File: config.mk
export PLATFORM = sky130hd
export DESIGN_NAME = keyed_dedup_ring_table_top
export DESIGN_NICKNAME = d
export VERILOG_FILES = /design/src/hw/rtl/kdrt_pkg.sv /design/src/hw/rtl/kdrt_cell.sv /design/src/hw/rtl/keyed_dedup_ring_table_top.sv
export SDC_FILE = /design/constraint.sdc
export NUM_CORES = 2
export LEC_CHECK = 0
export BUFFER_PORTS_ARGS = -buffer_cell sky130_fd_sc_hd__buf_4
export CELL_PAD_IN_SITES_DETAIL_PLACEMENT = 1
export CELL_PAD_IN_SITES_GLOBAL_PLACEMENT = 2
export CORE_ASPECT_RATIO = 1.5
export CORE_MARGIN = 5
export CORE_UTILIZATION = 48
export DETAILED_ROUTE_END_ITERATION = 7
export PLACE_DENSITY = 0.92
export SKIP_CTS_REPAIR_TIMING = 1
export SLEW_MARGIN = 20
export SYNTH_ARGS = -nofsm -noshare
export SYNTH_HDL_FRONTEND = slang
export SYNTH_SLANG_ARGS = --single-unit
File: constraint.sdc
create_clock -name clk -period 6.43 [get_ports clk]
set_input_delay 0.643 -clock clk [delete_from_list [all_inputs] [get_ports clk]]
set_output_delay 0.643 -clock clk [all_outputs]
set_load 0.01 [all_outputs]
File: src/hw/rtl/kdrt_pkg.sv
// ----------------------------------------------------------------------------
// kdrt_pkg
// types and constants shared by the keyed dedup ring table cells and top level
// ----------------------------------------------------------------------------
package kdrt_pkg;

  localparam int KEY_W    = 32;
  localparam int DATA_W   = 32;
  localparam int STAMP_W  = 13;
  localparam int OFFSET_W = 4;
  localparam int COUNT_W  = 16;

  // number of offsets the read field can address
  localparam int OFFSET_N = 1 << OFFSET_W;

  localparam logic [COUNT_W-1:0] COUNT_MAX = {COUNT_W{1'b1}};

  localparam logic KIND_INSERT = 1'b0;
  localparam logic KIND_READ   = 1'b1;

  typedef struct packed {
    logic [KEY_W-1:0]   key;
    logic [DATA_W-1:0]  payload;
    logic [STAMP_W-1:0] stamp;
  } entry_t;

  // command broadcast to every cell
  typedef struct packed {
    logic   insert_new;
    logic   update;
    entry_t item;
  } cell_cmd_t;

endpackage

File: src/hw/rtl/kdrt_cell.sv
// ----------------------------------------------------------------------------
// kdrt_cell
// one slot of the table: holds an entry and its valid bit, compares the key
// of each beat, takes its neighbour's entry when a new key is pushed in
// ----------------------------------------------------------------------------
module kdrt_cell
  import kdrt_pkg::*;
(
  input  logic      clk,
  input  logic      rst,
  input  cell_cmd_t cmd,
  input  entry_t    prev_entry,
  input  logic      prev_valid,
  output entry_t    entry,
  output logic      valid,
  output logic      match
);

  assign match = valid && (entry.key == cmd.item.key);

  always_ff @(posedge clk) begin
    if (rst) begin
      valid <= 1'b0;
    end else if (cmd.insert_new) begin
      valid <= prev_valid;
    end
  end

  always_ff @(posedge clk) begin
    if (cmd.insert_new) begin
      entry <= prev_entry;
    end else if (cmd.update && match) begin
      entry.payload <= cmd.item.payload;
      entry.stamp   <= cmd.item.stamp;
    end
  end

endmodule

File: src/hw/rtl/keyed_dedup_ring_table_top.sv
// ----------------------------------------------------------------------------
// keyed_dedup_ring_table_top
// table of DEPTH keyed entries, newest first, with duplicate keys merged
// ----------------------------------------------------------------------------
// Request beats arrive on req_valid / req_ready with fields kind, entry_key,
// entry_payload, stamp and read_offset. kind selects insert-or-update by key
// or a read of the entry at read_offset (taken modulo DEPTH) from the newest.
// Each request gives exactly one response beat on rsp_valid / rsp_ready.
// The table is a row of DEPTH cells, offset 0 first. Every cell compares
// its key with the request in the same cycle; a new key shifts the whole
// row one cell down, dropping the oldest entry when full.
// The response is registered at the edge that accepts the request.
// Throughput is one request per cycle while responses are taken, since the
// cell row compares and shifts at the edge that accepts each request.
// A stalled response holds in its register; req_ready is low only while a
// response is waiting and rsp_ready is low.
// Reset clears all valid bits, the entry count and the response valid flag;
// the table is usable in the first cycle after reset.
// ----------------------------------------------------------------------------
module keyed_dedup_ring_table_top
  import kdrt_pkg::*;
#(
  parameter int DEPTH = 16
) (
  input  logic                clk,
  input  logic                rst,
  input  logic                req_valid,
  output logic                req_ready,
  input  logic                kind,
  input  logic [KEY_W-1:0]    entry_key,
  input  logic [DATA_W-1:0]   entry_payload,
  input  logic [STAMP_W-1:0]  stamp,
  input  logic [OFFSET_W-1:0] read_offset,
  output logic                rsp_valid,
  input  logic                rsp_ready,
  output logic                ok,
  output logic [OFFSET_W-1:0] position,
  output logic                is_new,
  output logic [KEY_W-1:0]    out_key,
  output logic [DATA_W-1:0]   out_payload,
  output logic [STAMP_W-1:0]  out_stamp,
  output logic [COUNT_W-1:0]  entry_count
);

  logic                accept;
  logic                is_insert;
  logic                any_match;
  logic [OFFSET_W-1:0] match_pos;
  cell_cmd_t           cmd;
  entry_t              cell_entry [DEPTH];
  logic [DEPTH-1:0]    cell_valid;
  logic [DEPTH-1:0]    cell_match;
  entry_t              rd_entry [OFFSET_N];
  logic [OFFSET_N-1:0] rd_valid;
  entry_t              rd_sel;
  logic                rd_hit;
  logic [COUNT_W-1:0]  count;
  logic [COUNT_W-1:0]  count_next;
  logic [DEPTH:0]      valid_inc;

  assign req_ready = !rsp_valid || rsp_ready;
  assign accept    = req_valid && req_ready;
  assign is_insert = accept && (kind == KIND_INSERT);
  assign any_match = |cell_match;

  assign cmd.item.key     = entry_key;
  assign cmd.item.payload = entry_payload;
  assign cmd.item.stamp   = stamp;
  assign cmd.update       = is_insert && any_match;
  assign cmd.insert_new   = is_insert && !any_match;

  // cell row, offset 0 is the newest entry
  for (genvar i = 0; i < DEPTH; i++) begin : g_cell
    if (i == 0) begin : g_first
      kdrt_cell u_cell (
        .clk        (clk),
        .rst        (rst),
        .cmd        (cmd),
        .prev_entry (cmd.item),
        .prev_valid (1'b1),
        .entry      (cell_entry[i]),
        .valid      (cell_valid[i]),
        .match      (cell_match[i])
      );
    end else begin : g_rest
      kdrt_cell u_cell (
        .clk        (clk),
        .rst        (rst),
        .cmd        (cmd),
        .prev_entry (cell_entry[i-1]),
        .prev_valid (cell_valid[i-1]),
        .entry      (cell_entry[i]),
        .valid      (cell_valid[i]),
        .match      (cell_match[i])
      );
    end
  end

  // keys are unique among valid cells, so at most one match bit is set
  always_comb begin
    match_pos = '0;
    for (int i = 0; i < DEPTH; i++) begin
      if (cell_match[i]) begin
        match_pos = match_pos | OFFSET_W'(i);
      end
    end
  end

  // read offset folded onto the row
  for (genvar j = 0; j < OFFSET_N; j++) begin : g_rd
    localparam int SLOT = j % DEPTH;
    assign rd_entry[j] = cell_entry[SLOT];
    assign rd_valid[j] = cell_valid[SLOT];
  end

  assign rd_sel = rd_entry[read_offset];
  assign rd_hit = rd_valid[read_offset];

  assign count_next = (cmd.insert_new && (count != COUNT_MAX)) ? count + 1'b1 : count;

  always_ff @(posedge clk) begin
    if (rst) begin
      count     <= '0;
      rsp_valid <= 1'b0;
    end else begin
      count <= count_next;
      if (accept) begin
        rsp_valid <= 1'b1;
      end else if (rsp_ready) begin
        rsp_valid <= 1'b0;
      end
    end
  end

  always_ff @(posedge clk) begin
    if (accept) begin
      entry_count <= count_next;
      if (kind == KIND_READ) begin
        ok       <= rd_hit;
        position <= '0;
        is_new   <= 1'b0;
        if (rd_hit) begin
          out_key     <= rd_sel.key;
          out_payload <= rd_sel.payload;
          out_stamp   <= rd_sel.stamp;
        end else begin
          out_key     <= '0;
          out_payload <= '0;
          out_stamp   <= '0;
        end
      end else begin
        ok          <= 1'b1;
        position    <= any_match ? match_pos : '0;
        is_new      <= !any_match;
        out_key     <= entry_key;
        out_payload <= entry_payload;
        out_stamp   <= stamp;
      end
    end
  end

  assign valid_inc = {1'b0, cell_valid} + 1'b1;

  // valid cells always form an unbroken run from offset 0
  a_valid_prefix : assert property (@(posedge clk) disable iff (rst)
    $onehot(valid_inc))
    else $error("valid cells not contiguous from offset 0");

  a_single_match : assert property (@(posedge clk) disable iff (rst)
    $onehot0(cell_match))
    else $error("key held by more than one valid cell");

  a_new_fills_head : assert property (@(posedge clk) disable iff (rst)
    cmd.insert_new |=> cell_valid[0] && (cell_entry[0].key == $past(entry_key)))
    else $error("new key not placed at offset 0");

  a_count_monotonic : assert property (@(posedge clk) disable iff (rst)
    accept |=> count >= $past(count))
    else $error("entry count went down");

endmodule

# Word level (Yosys, flattened, before mapping)
# Index checks and enable logic that the tools add are counted.
dict set report totals {
  regBits 1364
  latch_bits 0
  mem_bits_rw 0
  mem_bits_ro 0
  input_bits 86
  output_inout_bits 101
  mem_count 0
}
dict set report op_classes {
  add_sub_neg 1
  n_mul 0
  div 0
  order_cmp 2
  n_eq_ne 17
  shift 0
  mux 61
  n_bitwise 3
  reduce_logical 59
}
# op count
set ops {}
lappend ops {{$mux 45} 32}
lappend ops {{$eq 32x32->1} 16}
lappend ops {{$bmux 77 s4} 1}
lappend ops {{$mux 77} 2}
lappend ops {{$mux 32} 4}
lappend ops {{$logic_and 1x1->1} 37}
lappend ops {{$reduce_bool 2->1} 17}
lappend ops {{$mux 4} 8}
lappend ops {{$mux 13} 2}
lappend ops {{$add 16x1->16 const B} 1}
lappend ops {{$mux 16} 1}
lappend ops {{$ne 16x16->1 const B} 1}
lappend ops {{$reduce_or 16->1} 1}
lappend ops {{$mux 3} 4}
lappend ops {{$ge 5x5->1 const B} 1}
lappend ops {{$lt 4x5->1 const B} 1}
lappend ops {{$not 4->5} 1}
lappend ops {{$bmux 1 s4} 1}
lappend ops {{$mux 1} 4}
lappend ops {{$mux 2} 2}
lappend ops {{$logic_not 1->1} 2}
lappend ops {{$not 1->1} 2}
lappend ops {{$reduce_or 2->1} 1}
lappend ops {{$logic_or 1x1->1} 1}

# Longest topological paths before layout
dict set report depth {
  depth_word 17
  ltp_mapped 16
  mapped_depth_nobuf 9
}

# Cells and area by module
# From an unflattened synthesis, not the netlist that was laid out.
dict set report unflattened {
  hier_cells 3975
  hier_area_um2 66412.4
}
# module instances cells_per_inst area_each_um2 seq_area_each_um2
set by_module_without_submodules {}
lappend by_module_without_submodules {kdrt_cell 16 177 3251.9 2332.2}
lappend by_module_without_submodules {keyed_dedup_ring_table_top 1 1143 14382.5 3313.2}

# Worst setup path before layout
# No wires, ideal clock.
dict set report synth_timing {
  path_type {input to register}
  from {in entry_key[3]}
  to {reg g_cell[0].g_first.u_cell.entry[0] (netlist name), enable pin}
  arrival_ns 4.935
  required_ns 5.968
  slack_ns 1.033
  cell_stages 13
  path_buffers 6
  path_cell_list {buf_4 -> buf_4 -> nand2b_1 -> nand3_1 -> nor4_1 -> nand3_2 -> nand4_2 -> or4_1 -> buf_4 -> buf_2 -> clkbuf_1 -> clkbuf_1 -> a21oi_1}
}
dict set report synth_via {
  elab_chain_len 6
  word_cells_on_any_way 38
  classes_between {eq/ne (16); reduce/logical (22)}
}
# item line_no
set synth_lines {}
lappend synth_lines {{start: declaration} keyed_dedup_ring_table_top.sv:30} ;# input logic [KEY_W-1:0] entry_key,
lappend synth_lines {{$eq 32x32->1} kdrt_cell.sv:19} ;# assign match = valid && (entry.key == cmd.item.key);
lappend synth_lines {{$logic_and 1x1->1} kdrt_cell.sv:19}
lappend synth_lines {{$reduce_or 16->1} keyed_dedup_ring_table_top.sv:64} ;# assign any_match = |cell_match;
lappend synth_lines {{$logic_not 1->1 or $logic_and 1x1->1 (tied branches)} {keyed_dedup_ring_table_top.sv:70, keyed_dedup_ring_table_top.sv:69}}
lappend synth_lines {{$logic_and 1x1->1 (on tied branches)} {keyed_dedup_ring_table_top.sv:70, kdrt_cell.sv:32}}
lappend synth_lines {{$reduce_bool 2->1 (no line) *} --}
lappend synth_lines {{end signal: assignment} kdrt_cell.sv:31} ;# entry <= prev_entry;
lappend synth_lines {{end: declaration} kdrt_cell.sv:14} ;# output entry_t entry,
# Every way passes the cells marked *; elsewhere a longest branch is shown, timed or not.
# A chain may end at the register's enable or synchronous reset.

# Worst setup path after layout
dict set report layout_timing {
  from {reg g_cell[14].g_rest.u_cell.entry[53] (netlist name)}
  to {reg g_cell[14].g_rest.u_cell.entry[70] (netlist name), enable pin}
}
dict set report layout_via {
  elab_chain_len 5
}
# item line_no
set layout_lines {}
lappend layout_lines {{start: declaration} kdrt_cell.sv:14}
lappend layout_lines {{start signal: assignment} kdrt_cell.sv:31}
lappend layout_lines {{$eq 32x32->1} kdrt_cell.sv:19}
lappend layout_lines {{$logic_and 1x1->1} kdrt_cell.sv:19}
lappend layout_lines {{$reduce_or 16->1} keyed_dedup_ring_table_top.sv:64}
lappend layout_lines {{$logic_not 1->1} keyed_dedup_ring_table_top.sv:70} ;# assign cmd.insert_new = is_insert && !any_match;
lappend layout_lines {{$logic_and 1x1->1} keyed_dedup_ring_table_top.sv:70}
# No other way between the ends.

==> out/results.txt <==
Die Span X = 322 um
Stages on worst setup path = 10
Max Root-Sink Buffers = 3
gp weighted congestion = 1.03
flops & latches, synth = 1364
H-tree Lvls = 4
CP top delay family = simple AND/OR/NAND/NOR gates
Worst setup SP type = register
wire per inst = 40.8 um
Remaining DRCs = 0
Crit Path Class = register to register
Cell Rows = 171
maximum operating frequency = 204 MHz
total of max-cap violations = 0
Overflow after GRT = 0
IO Pins = 187
CTS tree = built
final setup fails = 0
Area growth syn-to-layout = 10.3%
Net Sw Frac = 0.262
largest fanout on the critical path = 129
post-route antenna net violation count = 0
chip height = 478 um
global-route wire length before repair = 350000 um
Clk network pwr share = 0.380
IO buf count = 186
dpl hpwl = 177000 um
Sw Pwr = 0.00565 W
fin. max-slew vios = 0
Worst EP required = 6.90 ns
Slew HR = 0.177
Internal = 0.0159 W
post-synth cell types = 52
routed vias = 41200
Post-DP Area = 72700 sq um
Sequential Power Share = 0.490
final hold violation count = 0
core outline area = 145000 sq um
Total GRT Usage = 0.326
sequential share of the synthesized area = 0.580
Avg Inst Size Synth = 17.1 sq um
syn_nets = 4183
skew final = 0.0448 ns
Peak VDD IR = 0.306 mV
total die area = 154000 sq um
Starting Density = 0.483
Worst Setup End Kind = register
Post-Syn Area = 70000 sq um
max incr delay on CP = 0.85 ns
Final min period = 4.90 ns
1st-pass router iterations = 7
final wirelength = 255000 um
Nets = 4306
crit-path cells = xor2_1 > nor4_1 > and3_1 > nand3_2 > nand4_1 > or4_2 > or2_4 > inv_16 > buf_12 > buf_12
hold path cells = 3
fin crit share = 0.762
layout cells sized above 1 = 0.369
DR iter-0 viols = 4358
initial antenna violation count = 20
fillers = 13100
slowest CP cell = xor2_1
reg2reg path depth = 10
clk sinks = 1364
status = complete, no violations
post-route design area = 77200 sq um
Worst Tran Pin Value = 1.23 ns
root buffer cell = clkbuf_16
Skew-Pair Late Insertion Delay = 0.82 ns
Post-Syn Instances = 4096
CP Buf/Inv Count = 3
class of the worst hold path = input port to register
leading cell types in the layout, fill and taps excluded = edfxtp_1, mux4_2, mux2_4
Yosys Warn Count = 0
static leakage = 25.9 nW
commonest non-fill, non-tap cell in the layout = edfxtp_1
Top cell by count, worst path = buf_12
Vias per Instance = 6.60
PD cells = 279 nW/um^2
setup TNS = 0 ns
RSZ-0062 raised after global routing = false
clk slew on worst S/H paths = 0.06 ns
Gate power share = 0.130
CTS buffer count = 139
CP Data Arrival Time = 5.37 ns
largest net degree at the start of global routing = 130
vias in the first global route = 42600
[cells in the mapped netlist, drive strengths merged]
library cell  instances  area, sq um
o2111ai               5         43.8
o31ai                 8         60.1
and2b                 1         7.51
nor3                 31          155
xor2                239         2100
nor2b                 8         50.1
nand3               119          616
dfxtp                33          661
nand2                68          255
or3                   6         37.5
or2                   5         31.3
buf                 185         1910
a2111oi               2         17.5
nor2                 16         60.1
nand4b               11         96.3
o221ai                1         8.76
mux2i                13          130
o311a                 1         10.0
nor4b                13          114
and4                  2         17.5
or4                  20          158
o31a                  1         8.76
nand4               132          832
edfxtp             1331        40000
or3b                  1         8.76
nor3b                 3         22.5
o22ai                 2         12.5
a31o                  1         8.76
nand2b               29          181
mux4                390         8780
nor4                123          769
xnor2               265         2320
ha                    1         12.5
mux2                680         9030
and3                 10         62.6
o21ai                89          445
a22o                  1         8.76
clkbuf              128          480
inv                  92          348
a21oi                30          150
[kinds of logic (layout without fill, tap and decap cells)]
kind of cell,count (synthesis),count (layout),share of synthesized area
muxes,1083,1083,0.256
DFF,1364,1364,0.580
and+or+nand+nor,598,598,0.0496
AOI/OAI and AO/OA,141,141,0.0111
adders and majority gates,1,1,0.000179
other,0,11,0
xor gates and xnor gates,504,504,0.0632
buffers and inverters,405,639,0.0391
[worst reg2reg max path: stages (launching register included)]
cell	delay, ns
edfxtp_1	0.45
xor2_1	0.85
nor4_1	0.16
and3_1	0.23
nand3_2	0.28
nand4_1	0.18
or4_2	0.69
or2_4	0.32
inv_16	0.53
buf_12	0.45
buf_12	0.39
[final cells by class]
class                   instances  area, sq um  share of cell area
well taps                    1903         2380              0.0308
diodes                         11         27.5            0.000357
clock buffers                 170         3670              0.0475
flip-flops and latches       1364        40600               0.526
clock inverters                82          757             0.00980
multi-input cells            2327        26900               0.348
inverters                      92          367             0.00475
repair buffers                295         2490              0.0323
[power groups by stage]
stage	clock network (W)	registers (W)	logic, W
final	0.00818	0.0106	0.00280
after global routing	0.00866	0.0106	0.00286
after CTS	0.00825	0.0106	0.00277
after detailed placement	0	0.0107	0.00275
after global placement	0	0.0107	0.00269
after floorplan	0	0.0106	0.00174
[stage by stage]
step / instances / hold WS [ns] / utilization / setup WS (ns) / total power [W]
finish: 6244 / 0.115 / 0.533 / 1.53 / 0.0215
global route: 6237 / 0.111 / 0.533 / 1.42 / 0.0221
CTS: 6233 / 0.0709 / 0.532 / 1.60 / 0.0216
detailed placement: 5981 / 0.483 / 0.502 / 1.03 / 0.0135
global placement: 5981 / 0.470 / 0.502 / 1.06 / 0.0134
floorplan: 4096 / 0.460 / - / 1.03 / 0.0124
[worst paths after layout]
check,slack [ns],from,end
setup / recovery,1.53,g_cell[14].g_rest.u_cell.entry[53],g_cell[14].g_rest.u_cell.entry[70]
hold / removal,0.11,req_valid,rsp_valid
setup reg to reg,1.53,g_cell[14].g_rest.u_cell.entry[53],g_cell[14].g_rest.u_cell.entry[70]
hold reg to reg,0.50,g_cell[6].g_rest.u_cell.entry[69],g_cell[7].g_rest.u_cell.entry[69]
[per-layer routing]
layer | GRT usage | up-vias | part of all wire
met3 | 0.0682 | 573 | 0.068
met4 | 0.241 | 10 | 0.095
li1 | - | 16500 | -
met5 | 0 | - | 0.00042
met1 | 0.368 | 22000 | 0.34
met2 | 0.546 | 2113 | 0.50
[registers in the layout, indices dropped and copies added (netlist names)]
signal	flops
count	16
entry_count	16
g_cell.g_first.u_cell.entry	77
g_cell.g_first.u_cell.valid	1
g_cell.g_rest.u_cell.entry	1155
g_cell.g_rest.u_cell.valid	15
is_new	1
ok	1
out_key	32
out_payload	32
out_stamp	13
position	4
rsp_valid	1
No activity file was read; power rests on OpenSTA's default activity.
